$ cat config.mk
export PLATFORM = sky130hd
export DESIGN_NAME = vector_list_bounding_box
export DESIGN_NICKNAME = d
export VERILOG_FILES = /design/src/hw/rtl/vlbb_pkg.sv /design/src/hw/rtl/vector_list_bounding_box.sv /design/src/hw/rtl/vlbb_in_stage.sv /design/src/hw/rtl/vlbb_box_core.sv /design/src/hw/rtl/vlbb_out_stage.sv
export VERILOG_INCLUDE_DIRS = /design/src /design/src/hw/rtl
export SDC_FILE = /design/constraint.sdc
export NUM_CORES = 1
export LEC_CHECK = 0
export BUFFER_PORTS_ARGS = -buffer_cell sky130_fd_sc_hd__buf_4
export CORE_ASPECT_RATIO = 0.5
export CORE_MARGIN = 10
export CORE_UTILIZATION = 59
export DETAILED_ROUTE_END_ITERATION = 8
export PLACE_DENSITY_LB_ADDON = 0.1
export SYNTH_ARGS = -nofsm -noshare
export SYNTH_HDL_FRONTEND = slang
export SYNTH_SLANG_ARGS = --single-unit
$ cat constraint.sdc
create_clock -name clock -period 13.7 [get_ports clock]
set_clock_uncertainty 0.1 [all_clocks]
set_input_delay 3.425 -clock clock [delete_from_list [all_inputs] [get_ports clock]]
set_output_delay 3.425 -clock clock [all_outputs]
set_load 0.02 [all_outputs]
$ cat src/hw/rtl/vector_list_bounding_box_assert.svh
// ----------------------------------------------------------------------------
// Assertion macros for the bounding box block
// Immediate-cycle and next-cycle implication checks, reset-qualified.
// ----------------------------------------------------------------------------
`ifndef VECTOR_LIST_BOUNDING_BOX_ASSERT_SVH
`define VECTOR_LIST_BOUNDING_BOX_ASSERT_SVH

// antecedent implies consequent in the same cycle
`define VLBB_ASSERT_NOW(label, clk, rst, ante, cons, msg) \
   label: assert property (@(posedge clk) disable iff (rst) (ante) |-> (cons)) \
      else $error(msg);

// antecedent implies consequent in the next cycle
`define VLBB_ASSERT_NEXT(label, clk, rst, ante, cons, msg) \
   label: assert property (@(posedge clk) disable iff (rst) (ante) |=> (cons)) \
      else $error(msg);

`endif

$ cat src/hw/rtl/vlbb_pkg.sv
// ----------------------------------------------------------------------------
// vlbb_pkg
// Shared constants, command codes and item types for the bounding box block.
// ----------------------------------------------------------------------------
`default_nettype none

package vlbb_pkg;

   // widths
   localparam int COUNT_BITS = 32;
   localparam int COORD_BITS = 32;
   localparam int IN_BITS    = 32;
   localparam int OUT_BITS   = 32;
   localparam int CMD_BITS   = 5;

   typedef logic [CMD_BITS-1:0]          cmd_type;
   typedef logic signed [IN_BITS-1:0]    in_coord_type;
   typedef logic signed [COORD_BITS-1:0] coord_type;
   typedef logic signed [OUT_BITS-1:0]   out_coord_type;
   typedef logic [COUNT_BITS-1:0]        count_type;

   // command codes
   localparam cmd_type CMD_LINE_MOVE      = 5'd0;
   localparam cmd_type CMD_LINE_DRAW      = 5'd1;
   localparam cmd_type CMD_POLY_START     = 5'd2;
   localparam cmd_type CMD_POLY_MOVE      = 5'd3;
   localparam cmd_type CMD_POLY_DRAW      = 5'd4;
   localparam cmd_type CMD_POLY_END       = 5'd5;
   localparam cmd_type CMD_POLY_NORMAL    = 5'd6;
   localparam cmd_type CMD_TRI_START      = 5'd7;
   localparam cmd_type CMD_TRI_MOVE       = 5'd8;
   localparam cmd_type CMD_TRI_DRAW       = 5'd9;
   localparam cmd_type CMD_TRI_END        = 5'd10;
   localparam cmd_type CMD_TRI_NORMAL     = 5'd11;
   localparam cmd_type CMD_POINT_DRAW     = 5'd12;
   localparam cmd_type CMD_MODEL_MATRIX   = 5'd13;
   localparam cmd_type CMD_DISPLAY_MATRIX = 5'd14;
   localparam cmd_type CMD_POINT_SIZE     = 5'd15;
   localparam cmd_type CMD_LINE_WIDTH     = 5'd16;
   localparam cmd_type CMD_NONE           = 5'd0;
   localparam cmd_type CMD_FIRST_UNKNOWN  = 5'd17;

   // one input item
   typedef struct packed {
      cmd_type      cmd;
      in_coord_type x_coord;
      in_coord_type y_coord;
      in_coord_type z_coord;
      logic         last;
   } item_type;

   // one result item
   typedef struct packed {
      out_coord_type min_x;
      out_coord_type min_y;
      out_coord_type min_z;
      out_coord_type max_x;
      out_coord_type max_y;
      out_coord_type max_z;
      logic [OUT_BITS-1:0] item_count;
      logic         bad_found;
      cmd_type      bad_cmd;
   } result_type;

   // handshake between the core and the stage registers
   typedef struct packed {
      logic take;      // input register item consumed this cycle
      logic res_load;  // result register loads this cycle
   } core_ctrl_type;

endpackage

`default_nettype wire

$ cat src/hw/rtl/vector_list_bounding_box.sv
// A last item moves from the input register through the core into the result register,
// which offers it on the response channel. One item per cycle is taken unless a last item
// waits; the box update is a single compare-and-select pass between the two registers.
// A waiting result does not stop input: items keep entering until a second
// last item meets an occupied result register.
// Reset (synchronous, active high) empties the box and clears both valid flags.
// ----------------------------------------------------------------------------
// vector_list_bounding_box
// 3D axis-aligned bounding box over a stream of drawing command items.
// ----------------------------------------------------------------------------
`default_nettype none

module vector_list_bounding_box (
   input  wire logic         clock,
   input  wire logic         reset,
   // request channel
   input  wire logic         req_tvalid,
   output logic              req_tready,
   input  wire logic [95:0]  req_tdata,  // x_coord[31:0], y_coord[63:32], z_coord[95:64]
   input  wire logic [7:0]   req_tuser,  // cmd[4:0]
   input  wire logic         req_tlast,
   // response channel
   output logic              rsp_tvalid,
   input  wire logic         rsp_tready,
   output logic [223:0]      rsp_tdata,  // min_x, min_y, min_z, max_x, max_y, max_z,
                                         // item_count, 32 bits each from bit 0
   output logic [7:0]        rsp_tuser   // bad_found[0], bad_cmd[5:1]
);

   vlbb_pkg::item_type      req_item;
   vlbb_pkg::item_type      item;
   logic                    item_valid;
   vlbb_pkg::core_ctrl_type ctrl;
   vlbb_pkg::result_type    result;
   vlbb_pkg::result_type    rsp_result;
   logic                    out_free;

   // unpack request
   assign req_item = '{cmd:     req_tuser[4:0],
                       x_coord: req_tdata[31:0],
                       y_coord: req_tdata[63:32],
                       z_coord: req_tdata[95:64],
                       last:    req_tlast};

   vlbb_in_stage u_in_stage (
      .clock      (clock),
      .reset      (reset),
      .req_tvalid (req_tvalid),
      .req_tready (req_tready),
      .req_item   (req_item),
      .ctrl       (ctrl),
      .item_valid (item_valid),
      .item       (item)
   );

   vlbb_box_core u_box_core (
      .clock      (clock),
      .reset      (reset),
      .item_valid (item_valid),
      .item       (item),
      .out_free   (out_free),
      .ctrl       (ctrl),
      .result     (result)
   );

   vlbb_out_stage u_out_stage (
      .clock      (clock),
      .reset      (reset),
      .ctrl       (ctrl),
      .result     (result),
      .out_free   (out_free),
      .rsp_tvalid (rsp_tvalid),
      .rsp_tready (rsp_tready),
      .rsp_result (rsp_result)
   );

   // pack response
   assign rsp_tdata = {rsp_result.item_count,
                       rsp_result.max_z, rsp_result.max_y, rsp_result.max_x,
                       rsp_result.min_z, rsp_result.min_y, rsp_result.min_x};
   assign rsp_tuser = {2'b00, rsp_result.bad_cmd, rsp_result.bad_found};

endmodule

`default_nettype wire

$ cat src/hw/rtl/vlbb_in_stage.sv
// ----------------------------------------------------------------------------
// vlbb_in_stage
// Input register: takes one request item per cycle unless a held item stalls.
// ----------------------------------------------------------------------------
`default_nettype none

module vlbb_in_stage (
   input  wire logic              clock,
   input  wire logic              reset,
   input  wire logic              req_tvalid,
   output logic                   req_tready,
   input  wire vlbb_pkg::item_type req_item,
   input  wire vlbb_pkg::core_ctrl_type ctrl,
   output logic                   item_valid,
   output vlbb_pkg::item_type     item
);

   logic               valid_ff, valid_in;
   vlbb_pkg::item_type item_ff;
   logic               load;

   // free when empty or when the held item leaves this cycle
   assign req_tready = !valid_ff || ctrl.take;
   assign load       = req_tvalid && req_tready;

   always_comb begin
      if (load) begin
         valid_in = 1'b1;
      end else if (ctrl.take) begin
         valid_in = 1'b0;
      end else begin
         valid_in = valid_ff;
      end
   end

   always_ff @(posedge clock) begin
      if (reset) begin
         valid_ff <= 1'b0;
      end else begin
         valid_ff <= valid_in;
      end
   end

   // payload, no reset
   always_ff @(posedge clock) begin
      if (load) begin
         item_ff <= req_item;
      end
   end

   assign item_valid = valid_ff;
   assign item       = item_ff;

endmodule

`default_nettype wire

$ cat src/hw/rtl/vlbb_box_core.sv
// ----------------------------------------------------------------------------
// vlbb_box_core
// Running box state, command decode, saturating widen and result forming.
// ----------------------------------------------------------------------------
`default_nettype none

`include "vector_list_bounding_box_assert.svh"

module vlbb_box_core (
   input  wire logic               clock,
   input  wire logic               reset,
   input  wire logic               item_valid,
   input  wire vlbb_pkg::item_type item,
   input  wire logic               out_free,
   output vlbb_pkg::core_ctrl_type ctrl,
   output vlbb_pkg::result_type    result
);

   localparam int COORD_BITS = vlbb_pkg::COORD_BITS;
   localparam int COUNT_BITS = vlbb_pkg::COUNT_BITS;
   localparam int OUT_BITS   = vlbb_pkg::OUT_BITS;
   localparam int IN_BITS    = vlbb_pkg::IN_BITS;
   // room for a point plus or minus 1.0 without overflow
   localparam int BASE_BITS  = (COORD_BITS > IN_BITS) ? COORD_BITS : IN_BITS;
   localparam int SUM_BITS   = BASE_BITS + 2;
   localparam int WIDE_BITS  = (COORD_BITS > OUT_BITS) ? COORD_BITS : OUT_BITS;
   localparam int CNTW_BITS  = (COUNT_BITS > OUT_BITS) ? COUNT_BITS : OUT_BITS;

   typedef logic signed [SUM_BITS-1:0]  sum_type;
   typedef logic signed [WIDE_BITS-1:0] wide_type;

   localparam vlbb_pkg::coord_type COORD_MAX = {1'b0, {(COORD_BITS-1){1'b1}}};
   localparam vlbb_pkg::coord_type COORD_MIN = {1'b1, {(COORD_BITS-1){1'b0}}};
   localparam sum_type SUM_COORD_MAX = SUM_BITS'(COORD_MAX);
   localparam sum_type SUM_COORD_MIN = SUM_BITS'(COORD_MIN);
   localparam sum_type ONE_Q16 = sum_type'(65536);
   localparam vlbb_pkg::out_coord_type OUT_MAX = {1'b0, {(OUT_BITS-1){1'b1}}};
   localparam vlbb_pkg::out_coord_type OUT_MIN = {1'b1, {(OUT_BITS-1){1'b0}}};
   localparam wide_type WIDE_OUT_MAX = WIDE_BITS'(OUT_MAX);
   localparam wide_type WIDE_OUT_MIN = WIDE_BITS'(OUT_MIN);
   localparam vlbb_pkg::count_type COUNT_MAX = '1;
   localparam logic [CNTW_BITS-1:0] CNT_OUT_MAX = CNTW_BITS'({OUT_BITS{1'b1}});

   // clamp a padded sum into the coordinate range
   function automatic vlbb_pkg::coord_type clamp_coord(input sum_type v);
      vlbb_pkg::coord_type r;
      if (v < SUM_COORD_MIN) begin
         r = COORD_MIN;
      end else if (v > SUM_COORD_MAX) begin
         r = COORD_MAX;
      end else begin
         r = v[COORD_BITS-1:0];
      end
      return r;
   endfunction

   // clamp a box corner into the output range
   function automatic vlbb_pkg::out_coord_type clamp_out(input vlbb_pkg::coord_type c);
      wide_type w;
      vlbb_pkg::out_coord_type r;
      w = WIDE_BITS'(c);
      if (w < WIDE_OUT_MIN) begin
         r = OUT_MIN;
      end else if (w > WIDE_OUT_MAX) begin
         r = OUT_MAX;
      end else begin
         r = w[OUT_BITS-1:0];
      end
      return r;
   endfunction

   vlbb_pkg::coord_type box_min_ff [3];
   vlbb_pkg::coord_type box_max_ff [3];
   vlbb_pkg::coord_type box_min_in [3];
   vlbb_pkg::coord_type box_max_in [3];
   logic                skip_ff, skip_in;
   logic                err_ff, err_in;
   vlbb_pkg::cmd_type   code_ff, code_in;
   vlbb_pkg::count_type count_ff, count_in;

   // item update values before the end-of-list clear
   vlbb_pkg::coord_type upd_min [3];
   vlbb_pkg::coord_type upd_max [3];
   logic                upd_skip, upd_err;
   vlbb_pkg::cmd_type   upd_code;
   vlbb_pkg::count_type upd_count;

   logic take;
   logic res_load;

   // consume the held item; a last item also needs the result register
   assign take     = item_valid && (!item.last || out_free);
   assign res_load = take && item.last;
   assign ctrl     = '{take: take, res_load: res_load};

   // command decode and widen
   always_comb begin
      vlbb_pkg::in_coord_type pt [3];
      logic    grow;
      logic    pad;
      sum_type pe;
      sum_type pad_val;
      vlbb_pkg::coord_type lo;
      vlbb_pkg::coord_type hi;

      pt[0] = item.x_coord;
      pt[1] = item.y_coord;
      pt[2] = item.z_coord;
      grow      = 1'b0;
      pad       = 1'b0;
      upd_skip  = skip_ff;
      upd_err   = err_ff;
      upd_code  = code_ff;
      upd_count = count_ff;

      if (!err_ff) begin
         if (!(skip_ff && (item.cmd != vlbb_pkg::CMD_MODEL_MATRIX))) begin
            upd_skip = 1'b0;
            case (item.cmd) inside
               vlbb_pkg::CMD_LINE_MOVE, vlbb_pkg::CMD_LINE_DRAW,
               vlbb_pkg::CMD_POLY_MOVE, vlbb_pkg::CMD_POLY_DRAW,
               vlbb_pkg::CMD_POLY_END, vlbb_pkg::CMD_TRI_MOVE,
               vlbb_pkg::CMD_TRI_DRAW, vlbb_pkg::CMD_TRI_END: begin
                  grow = 1'b1;
               end
               vlbb_pkg::CMD_POINT_DRAW: begin
                  grow = 1'b1;
                  pad  = 1'b1;
               end
               vlbb_pkg::CMD_DISPLAY_MATRIX: begin
                  grow     = 1'b1;
                  pad      = 1'b1;
                  upd_skip = 1'b1;
               end
               vlbb_pkg::CMD_POLY_START, vlbb_pkg::CMD_POLY_NORMAL,
               vlbb_pkg::CMD_TRI_START, vlbb_pkg::CMD_TRI_NORMAL,
               vlbb_pkg::CMD_MODEL_MATRIX, vlbb_pkg::CMD_POINT_SIZE,
               vlbb_pkg::CMD_LINE_WIDTH: begin
                  grow = 1'b0;
               end
               default: begin
                  upd_err  = 1'b1;
                  upd_code = item.cmd;
               end
            endcase
         end
         // count every item up to, not including, the first unknown one
         if (!upd_err && (count_ff != COUNT_MAX)) begin
            upd_count = count_ff + 1'b1;
         end
      end

      pad_val = pad ? ONE_Q16 : '0;
      for (int k = 0; k < 3; k++) begin
         pe = SUM_BITS'(pt[k]);
         lo = clamp_coord(pe - pad_val);
         hi = clamp_coord(pe + pad_val);
         upd_min[k] = (grow && (lo < box_min_ff[k])) ? lo : box_min_ff[k];
         upd_max[k] = (grow && (hi > box_max_ff[k])) ? hi : box_max_ff[k];
      end
   end

   // next state: hold, update, or clear after the last item
   always_comb begin
      box_min_in = box_min_ff;
      box_max_in = box_max_ff;
      skip_in    = skip_ff;
      err_in     = err_ff;
      code_in    = code_ff;
      count_in   = count_ff;
      if (res_load) begin
         for (int k = 0; k < 3; k++) begin
            box_min_in[k] = COORD_MAX;
            box_max_in[k] = COORD_MIN;
         end
         skip_in  = 1'b0;
         err_in   = 1'b0;
         code_in  = vlbb_pkg::CMD_NONE;
         count_in = '0;
      end else if (take) begin
         box_min_in = upd_min;
         box_max_in = upd_max;
         skip_in    = upd_skip;
         err_in     = upd_err;
         code_in    = upd_code;
         count_in   = upd_count;
      end
   end

   always_ff @(posedge clock) begin
      if (reset) begin
         for (int k = 0; k < 3; k++) begin
            box_min_ff[k] <= COORD_MAX;
            box_max_ff[k] <= COORD_MIN;
         end
         skip_ff  <= 1'b0;
         err_ff   <= 1'b0;
         code_ff  <= vlbb_pkg::CMD_NONE;
         count_ff <= '0;
      end else begin
         box_min_ff <= box_min_in;
         box_max_ff <= box_max_in;
         skip_ff    <= skip_in;
         err_ff     <= err_in;
         code_ff    <= code_in;
         count_ff   <= count_in;
      end
   end

   // result from the updated state of the last item
   always_comb begin
      logic [CNTW_BITS-1:0] cnt_w;
      cnt_w = CNTW_BITS'(upd_count);
      result.min_x = clamp_out(upd_min[0]);
      result.min_y = clamp_out(upd_min[1]);
      result.min_z = clamp_out(upd_min[2]);
      result.max_x = clamp_out(upd_max[0]);
      result.max_y = clamp_out(upd_max[1]);
      result.max_z = clamp_out(upd_max[2]);
      result.item_count = (cnt_w > CNT_OUT_MAX) ? {OUT_BITS{1'b1}} : cnt_w[OUT_BITS-1:0];
      result.bad_found  = upd_err;
      result.bad_cmd    = upd_code;
   end

   // checks
   `VLBB_ASSERT_NEXT(a_last_clears, clock, reset, res_load,
      (!err_ff && !skip_ff && (count_ff == '0)), "state not cleared after last item")
   `VLBB_ASSERT_NEXT(a_err_freezes_count, clock, reset, (err_ff && !res_load),
      ($stable(count_ff) && $stable(code_ff)), "count or code moved after error")
   `VLBB_ASSERT_NOW(a_err_code_unknown, clock, reset, err_ff,
      (code_ff >= vlbb_pkg::CMD_FIRST_UNKNOWN), "error code is a known command")
   `VLBB_ASSERT_NOW(a_no_err_no_code, clock, reset, !err_ff,
      (code_ff == vlbb_pkg::CMD_NONE), "error code set without error")

endmodule

`default_nettype wire

$ cat src/hw/rtl/vlbb_out_stage.sv
// ----------------------------------------------------------------------------
// vlbb_out_stage
// Result register: holds one result item until the response channel takes it.
// ----------------------------------------------------------------------------
`default_nettype none

module vlbb_out_stage (
   input  wire logic                 clock,
   input  wire logic                 reset,
   input  wire vlbb_pkg::core_ctrl_type ctrl,
   input  wire vlbb_pkg::result_type result,
   output logic                      out_free,
   output logic                      rsp_tvalid,
   input  wire logic                 rsp_tready,
   output vlbb_pkg::result_type      rsp_result
);

   logic                 valid_ff, valid_in;
   vlbb_pkg::result_type result_ff;

   // room for a new result when empty or draining this cycle
   assign out_free = !valid_ff || rsp_tready;

   always_comb begin
      if (ctrl.res_load) begin
         valid_in = 1'b1;
      end else if (rsp_tready) begin
         valid_in = 1'b0;
      end else begin
         valid_in = valid_ff;
      end
   end

   always_ff @(posedge clock) begin
      if (reset) begin
         valid_ff <= 1'b0;
      end else begin
         valid_ff <= valid_in;
      end
   end

   // payload, no reset
   always_ff @(posedge clock) begin
      if (ctrl.res_load) begin
         result_ff <= result;
      end
   end

   assign rsp_tvalid = valid_ff;
   assign rsp_result = result_ff;

endmodule

`default_nettype wire

======== Word level (Yosys, flattened, before mapping) ========
Cells that the tools add are included.
operators by class
  reductions and logical operators ........ 25
  equality and inequality tests ........... 18
  multiplexer cells ....................... 54
  add/sub/neg operators ................... 7
  bitwise logic cells ..................... 2
  magnitude comparators ................... 31
operator list
  kind                                                           count
  two-way mux 32 bit                                             26
  > comparator 32 bit (second input constant)                    7
  > comparator 34 x 32 -> 1 bit (second input constant)          6
  less-than comparator 34 x 32 -> 1 bit (second input constant)  6
  less-than comparator 32 bit (second input constant)            6
  adder 32 x 18 -> 33 bit                                        3
  subtractor 32 x 18 -> 33 bit                                   3
  > comparator 32 bit                                            3
  less-than comparator 32 bit                                    3
  == test 5 x 4 -> 1 bit (second input constant)                 8
  adder 32 x 1 -> 32 bit (second input constant)                 1
  inequality test 32 bit (second input constant)                 1
  two-way mux 5 bit                                              6
  two-way mux 1 bit                                              21
  == test 5 x 3 -> 1 bit (second input constant)                 4
  two-way mux 17 bit                                             1
  logical AND 1 bit                                              11
  == test 5 x 2 -> 1 bit (second input constant)                 2
  OR reduction 8 bit                                             1
  OR reduction 7 bit                                             1
  == test 5 x 1 -> 1 bit (second input constant)                 1
  == test 5 bit (second input constant)                          1
  zero test 5 bit                                                1
  inequality test 5 x 4 -> 1 bit (second input constant)         1
  6 further kinds                                                13
storage, ports and cells
  word-level logic and storage cells ...... 163
  output and inout port bits .............. 234
  register bits after elaboration ......... 565
  bits of input ports ..................... 109

======== Depth between registers and ports, before layout ========
  depth after elaboration ................. 16
  depth in mapped cells ................... 23
  mapped depth without buffers ............ 20

======== Modules after synthesis ========
A second synthesis with hierarchy kept.
second synthesis, totals
  cells, all modules ...................... 2916
  area, all modules ....................... 29813.6 µm²
by module, submodules not included
  module                    cells an instance  sequential area each (µm²)  area each (µm²)  times used
  vlbb_box_core             2572               4624.4                      19723.9          1
  vlbb_out_stage            234                6926.6                      6952.9           1
  vlbb_in_stage             107                3083.0                      3118.0           1
  vector_list_bounding_box  3                  0.0                         18.8             1

======== Least setup slack after synthesis ========
No wires, ideal clock.
  path type ............................... input-to-reg
  from .................................... input port rsp_tready
  to ...................................... register u_box_core.box_min_ff[48] (netlist name)
  data arrival time ....................... 11942 ps
  required time ........................... 13526 ps
  library setup time ...................... 74 ps
  slack ................................... 1584 ps
  cell stages on the path ................. 8
  path buffers ............................ 3
  path through ............................ nor2b_1 > nand2_1 > and3_1 > clkbuf_1 > nor2_1 > clkbuf_1 > clkbuf_1 > a31oi_1
on the way
  word-level cells in the longest chain between the ends .. 5
ends and longest elaborated chain
  element                              line                            text
  from (decl)                          vector_list_bounding_box.sv:24  input wire logic rsp_tready,
  logical OR 1 bit                     vlbb_out_stage.sv:22            assign out_free = !valid_ff || rsp_tready;
  logical OR 1 bit                     vlbb_box_core.sv:92             assign take = item_valid && (!item.last || out_free);
  logical AND 1 bit                    vlbb_box_core.sv:92
  logical AND 1 bit                    vlbb_box_core.sv:93             assign res_load = take && item.last;
  via u_box_core.res_load              vlbb_box_core.sv:89             logic res_load;
  OR reduction 2 bit (no source line)  -
  to (signal assigned)                 vlbb_box_core.sv:201            box_min_ff <= box_min_in;
  to (decl)                            vlbb_box_core.sv:72             vlbb_pkg::coord_type box_min_ff [3];
The timed path passes the listed nets, and every way through them passes these cells.
A chain may end at the register's enable or synchronous reset.

======== Final worst setup path ========
  from .................................... input port rsp_tready
  to ...................................... output port req_tready
on the way
  word-level cells in the longest chain between the ends .. 4
ends and longest elaborated chain
  element            line                            text
  logical OR 1 bit   vlbb_out_stage.sv:22
  logical OR 1 bit   vlbb_box_core.sv:92
  logical AND 1 bit  vlbb_box_core.sv:92
  logical OR 1 bit   vlbb_in_stage.sv:23             assign req_tready = !valid_ff || ctrl.take;
  to (decl)          vector_list_bounding_box.sv:18  output logic req_tready,
No other way between the ends.

==> flow_summary_export.csv <==
group,metric,value,unit
clock_tree,cts_resized,0,
place,portBuffers,337,
power_and_ir_drop,power.switching,0.000950,W
place,post_dp_cell_area,32600,µm²
die,io_pins,343,
clock_tree,clkLatencyLatePin,0.59,ns
logic_synthesis,synth_edf_count,332,
global_routing,grt_pass1_wl,116000,µm
sta,post-route-min-period,7.75,ns
clock_tree,post_cts_buffers,0,
global_routing,antenna_found_initial,1,
power_and_ir_drop,p_leak,14.2,nW
critical_path,end_kind,"output pin",
logic_synthesis,synth_area_leaders,"edfxtp_1 (34%), dfxtp_1 (16%), ha_1 (8.7%)",
logic_synthesis,synth_top_cell_area_share,33.7,%
sta,timing.setup.tns,0,ns
layout,drive_above_1_share,16.8,%
outcome,status,"completed",
global_routing,grt_pass1_vias,22111,
sta,rsz0062_at_grt,"no",
sta,period_share,56.5,%
routing,antenna_left,0,
clock_tree,cts.clk_slew.worst_paths,0.07,ns
critical_path,worstPathRequired,10.18,ns
power_and_ir_drop,p_int,0.00292,W
power_and_ir_drop,total_power,0.00387,W
power_and_ir_drop,clkPwrFrac,40.1,%
clock_tree,cts_buffers,50,
die,row_count,57,
critical_path,crit_family,"simple AND/OR/NAND/NOR gates",
logic_synthesis,ys_types,76,
critical_path,critPathLaunch,"rsp_tready",
critical_path,rr_startpoint,"u_in_stage.item[100]$_DFFE_PP_",
critical_path,crit_type,"input pin to output pin",
logic_synthesis,synth-async-reset-ratio,0,%
critical_path,slowest_stage,"nor2b_1",
routing,firstDrtPassIters,5,
routing,via_count,22988,
routing,drc,0,
clock_tree,clockBufferDepth,3,
global_routing,grtUsageTotal,23.9,%
die,dieHeight,178,µm
logic_synthesis,synth.most_common_cell,"edfxtp_1",
place,routabilityCongestion,0.905,
sta,hold_violations,0,
power_and_ir_drop,ir_worst_vdd,103,µV
hold_path,hp-class,"flip-flop to flip-flop",
global_routing,grt_max_degree,96,
routing,wl,74600,µm
sta,worst_slew_pin_slew,1.19,ns
layout,final_area,34400,µm²
layout,area_growth_syn_to_layout,16.1,%
clock_tree,root_buffer,"clkbuf_16",
die,dieArea,60100,µm²
routing,drtIter0Drc,1763,
clock_tree,postCtsHoldBufs,0,
logic_synthesis,yosys-top-cells-count,"edfxtp_1 (332), nor2_1 (295), inv_1 (270), nand2_1 (259), dfxtp_1 (233)",
run,maxCapViolations,0,
logic_synthesis,postSynthAreaPerCell,9.77,µm²
logic_synthesis,seq_area_frac_synth,49.4,%
power_and_ir_drop,p_comb_share,10.8,%
power_and_ir_drop,switching_share,24.5,%
die,start_util,60.4,%
logic_synthesis,syn_area,29600,µm²
sta,slew_violations,0,
critical_path,critical_path_arrival,4.22,ns
routing,vias_per_cell,5.80,
logic_synthesis,yosysTopAreaCell,"edfxtp_1",
clock_tree,cts_tree,"built",
logic_synthesis,synth_cells,3032,
sta,fin_hold_ws,0.359,ns
die,die_w,337,µm
critical_path,cp-start-kind,"input pin",
critical_path,slowest_delay,0.31,ns
logic_synthesis,synth-seq-cells,565,
clock_tree,h-tree-depth,2,
place,dp_hpwl,53000,µm
sta,setup_violations,0,
power_and_ir_drop,powerDensity,113,nW/µm²
sta,timing.fmax,129,MHz
critical_path,crit_top_cell,"buf_4",
die,core,49100,µm²
critical_path,path_max_fanout,4,
sta,max_slew_margin,20.5,%
power_and_ir_drop,seq_power_share,49.1,%
layout,nNetsFinal,3583,
clock_tree,clkSinkCount,565,
logic_synthesis,yosys_warnings,0,
routing,routedWlPerCell,18.8,µm
logic_synthesis,synthFlopType,"edfxtp_1",
critical_path,worstPathCellList,"buf_4, nor2b_1, nand3_1, buf_4",
critical_path,path_buf_inv,2,
global_routing,grt.overflow.total,0,
hold_path,hold_path.startpoint,"u_box_core.code_ff[3]$_SDFFE_PP0P_",
==> cells by family after synthesis <==
| family | share of synthesized area (%) |
|---|---|
| flip-flops | 49.4 |
| buffers and inverters | 5.85 |
| multiplexers | 4.65 |
| XOR/XNOR | 3.49 |
| adder cells (fa/ha/maj) | 8.66 |
| other | 0.0127 |
| AND/OR/NAND/NOR | 15.2 |
| AO/OA/AOI/OAI | 12.8 |
==> path summary, 6_finish.rpt <==
path	end	slack, ns	cells past startpoint
hold reg to reg	u_box_core.code_ff[3]$_SDFFE_PP0P_	0.36	2
setup / recovery	req_tready	5.95	4
setup reg to reg	u_box_core.box_max_ff[61]$_SDFFE_PP0P_	6.55	18
hold / removal	u_box_core.code_ff[3]$_SDFFE_PP0P_	0.36	2
==> per-stage QoR <==
stage | util, % | cells | setup WS (ns)
5_1_grt | 70.1 | 3961 | 5.88
6_report | 70.1 | 3961 | 5.95
3_5_place_dp | 66.4 | 3866 | 5.98
2_1_floorplan | - | 3033 | 1.58
4_1_cts | 70.1 | 3960 | 5.97
3_3_place_gp | 66.4 | 3866 | 6.00
==> worst register-to-register path, cell delays in order, from the launching register on <==
cell      delay, ns
edfxtp_1       0.47
nand3b_1       0.20
nor4_2         0.19
buf_4          0.27
ha_1           0.27
nand2_1        0.09
nor3b_1        0.75
nand4b_1       0.89
o21a_1         0.42
ha_1           0.33
nand4_1        0.09
nor4_1         0.53
nand3_1        0.22
a211o_1        0.35
and3_1         0.23
a211oi_4       0.88
buf_4          0.53
nand3_1        0.14
o31ai_1        0.11
==> sequential cells by signal, summed over array words and instances (netlist names) <==
signal / cells
u_in_stage.item_valid: 1
u_box_core.box_max_ff: 96
u_box_core.err_ff: 1
u_out_stage.rsp_result: 230
u_box_core.skip_ff: 1
u_box_core.code_ff: 5
u_out_stage.rsp_tvalid: 1
u_box_core.box_min_ff: 96
u_box_core.count_ff: 32
u_in_stage.item: 102
==> layer usage <==
metal	global-route usage, %	wire length (µm)	part of all wire, %
met1	28.4	30100	40
met2	43.7	38600	52
met3	3.73	3530	4.7
met4	8.32	2260	3.0
met5	0	0	0
==> power groups by stage <==
stage          Sequential [W]  Clock [W]  Combinational, W
3_5_place_dp          0.00194          0          0.000417
6_report              0.00190    0.00155          0.000419
4_1_cts               0.00190    0.00158          0.000421
5_1_grt               0.00191    0.00165          0.000465
3_3_place_gp          0.00194          0          0.000409
2_1_floorplan         0.00195          0          0.000266
==> final cells by class <==
type / instances / area [µm²]
fillers: 3731 / 14700
flip-flops and latches: 565 / 14600
multi-input cells: 2020 / 13400
repair buffers: 362 / 2720
clock buffers: 67 / 1460
inverters: 270 / 1010
well taps: 649 / 812
clock inverters: 27 / 350
diodes: 1 / 2.50
==> cell usage in the layout (no fill, tap or decap), drive strengths merged, types with 5 or more instances in the layout <==
cell type,instances
nand2b,14
or2,14
mux2,85
xnor2,64
nor2,295
o31ai,78
bufinv,8
nand2,259
buf,362
clkinv,13
nor3,69
or4,10
a21o,21
a21oi,179
nor2b,7
edfxtp,332
dfxtp,233
and4,14
nand4,57
nand3,118
o31a,5
or3,21
mux2i,40
clkbuf,67
inv,271
o21a,26
a31oi,40
and3,28
a211oi,34
and2,11
o21ai,160
o211ai,36
nor4,22
xor2,54
clkinvlp,5
ha,205
(Power assumes the default switching activity.)
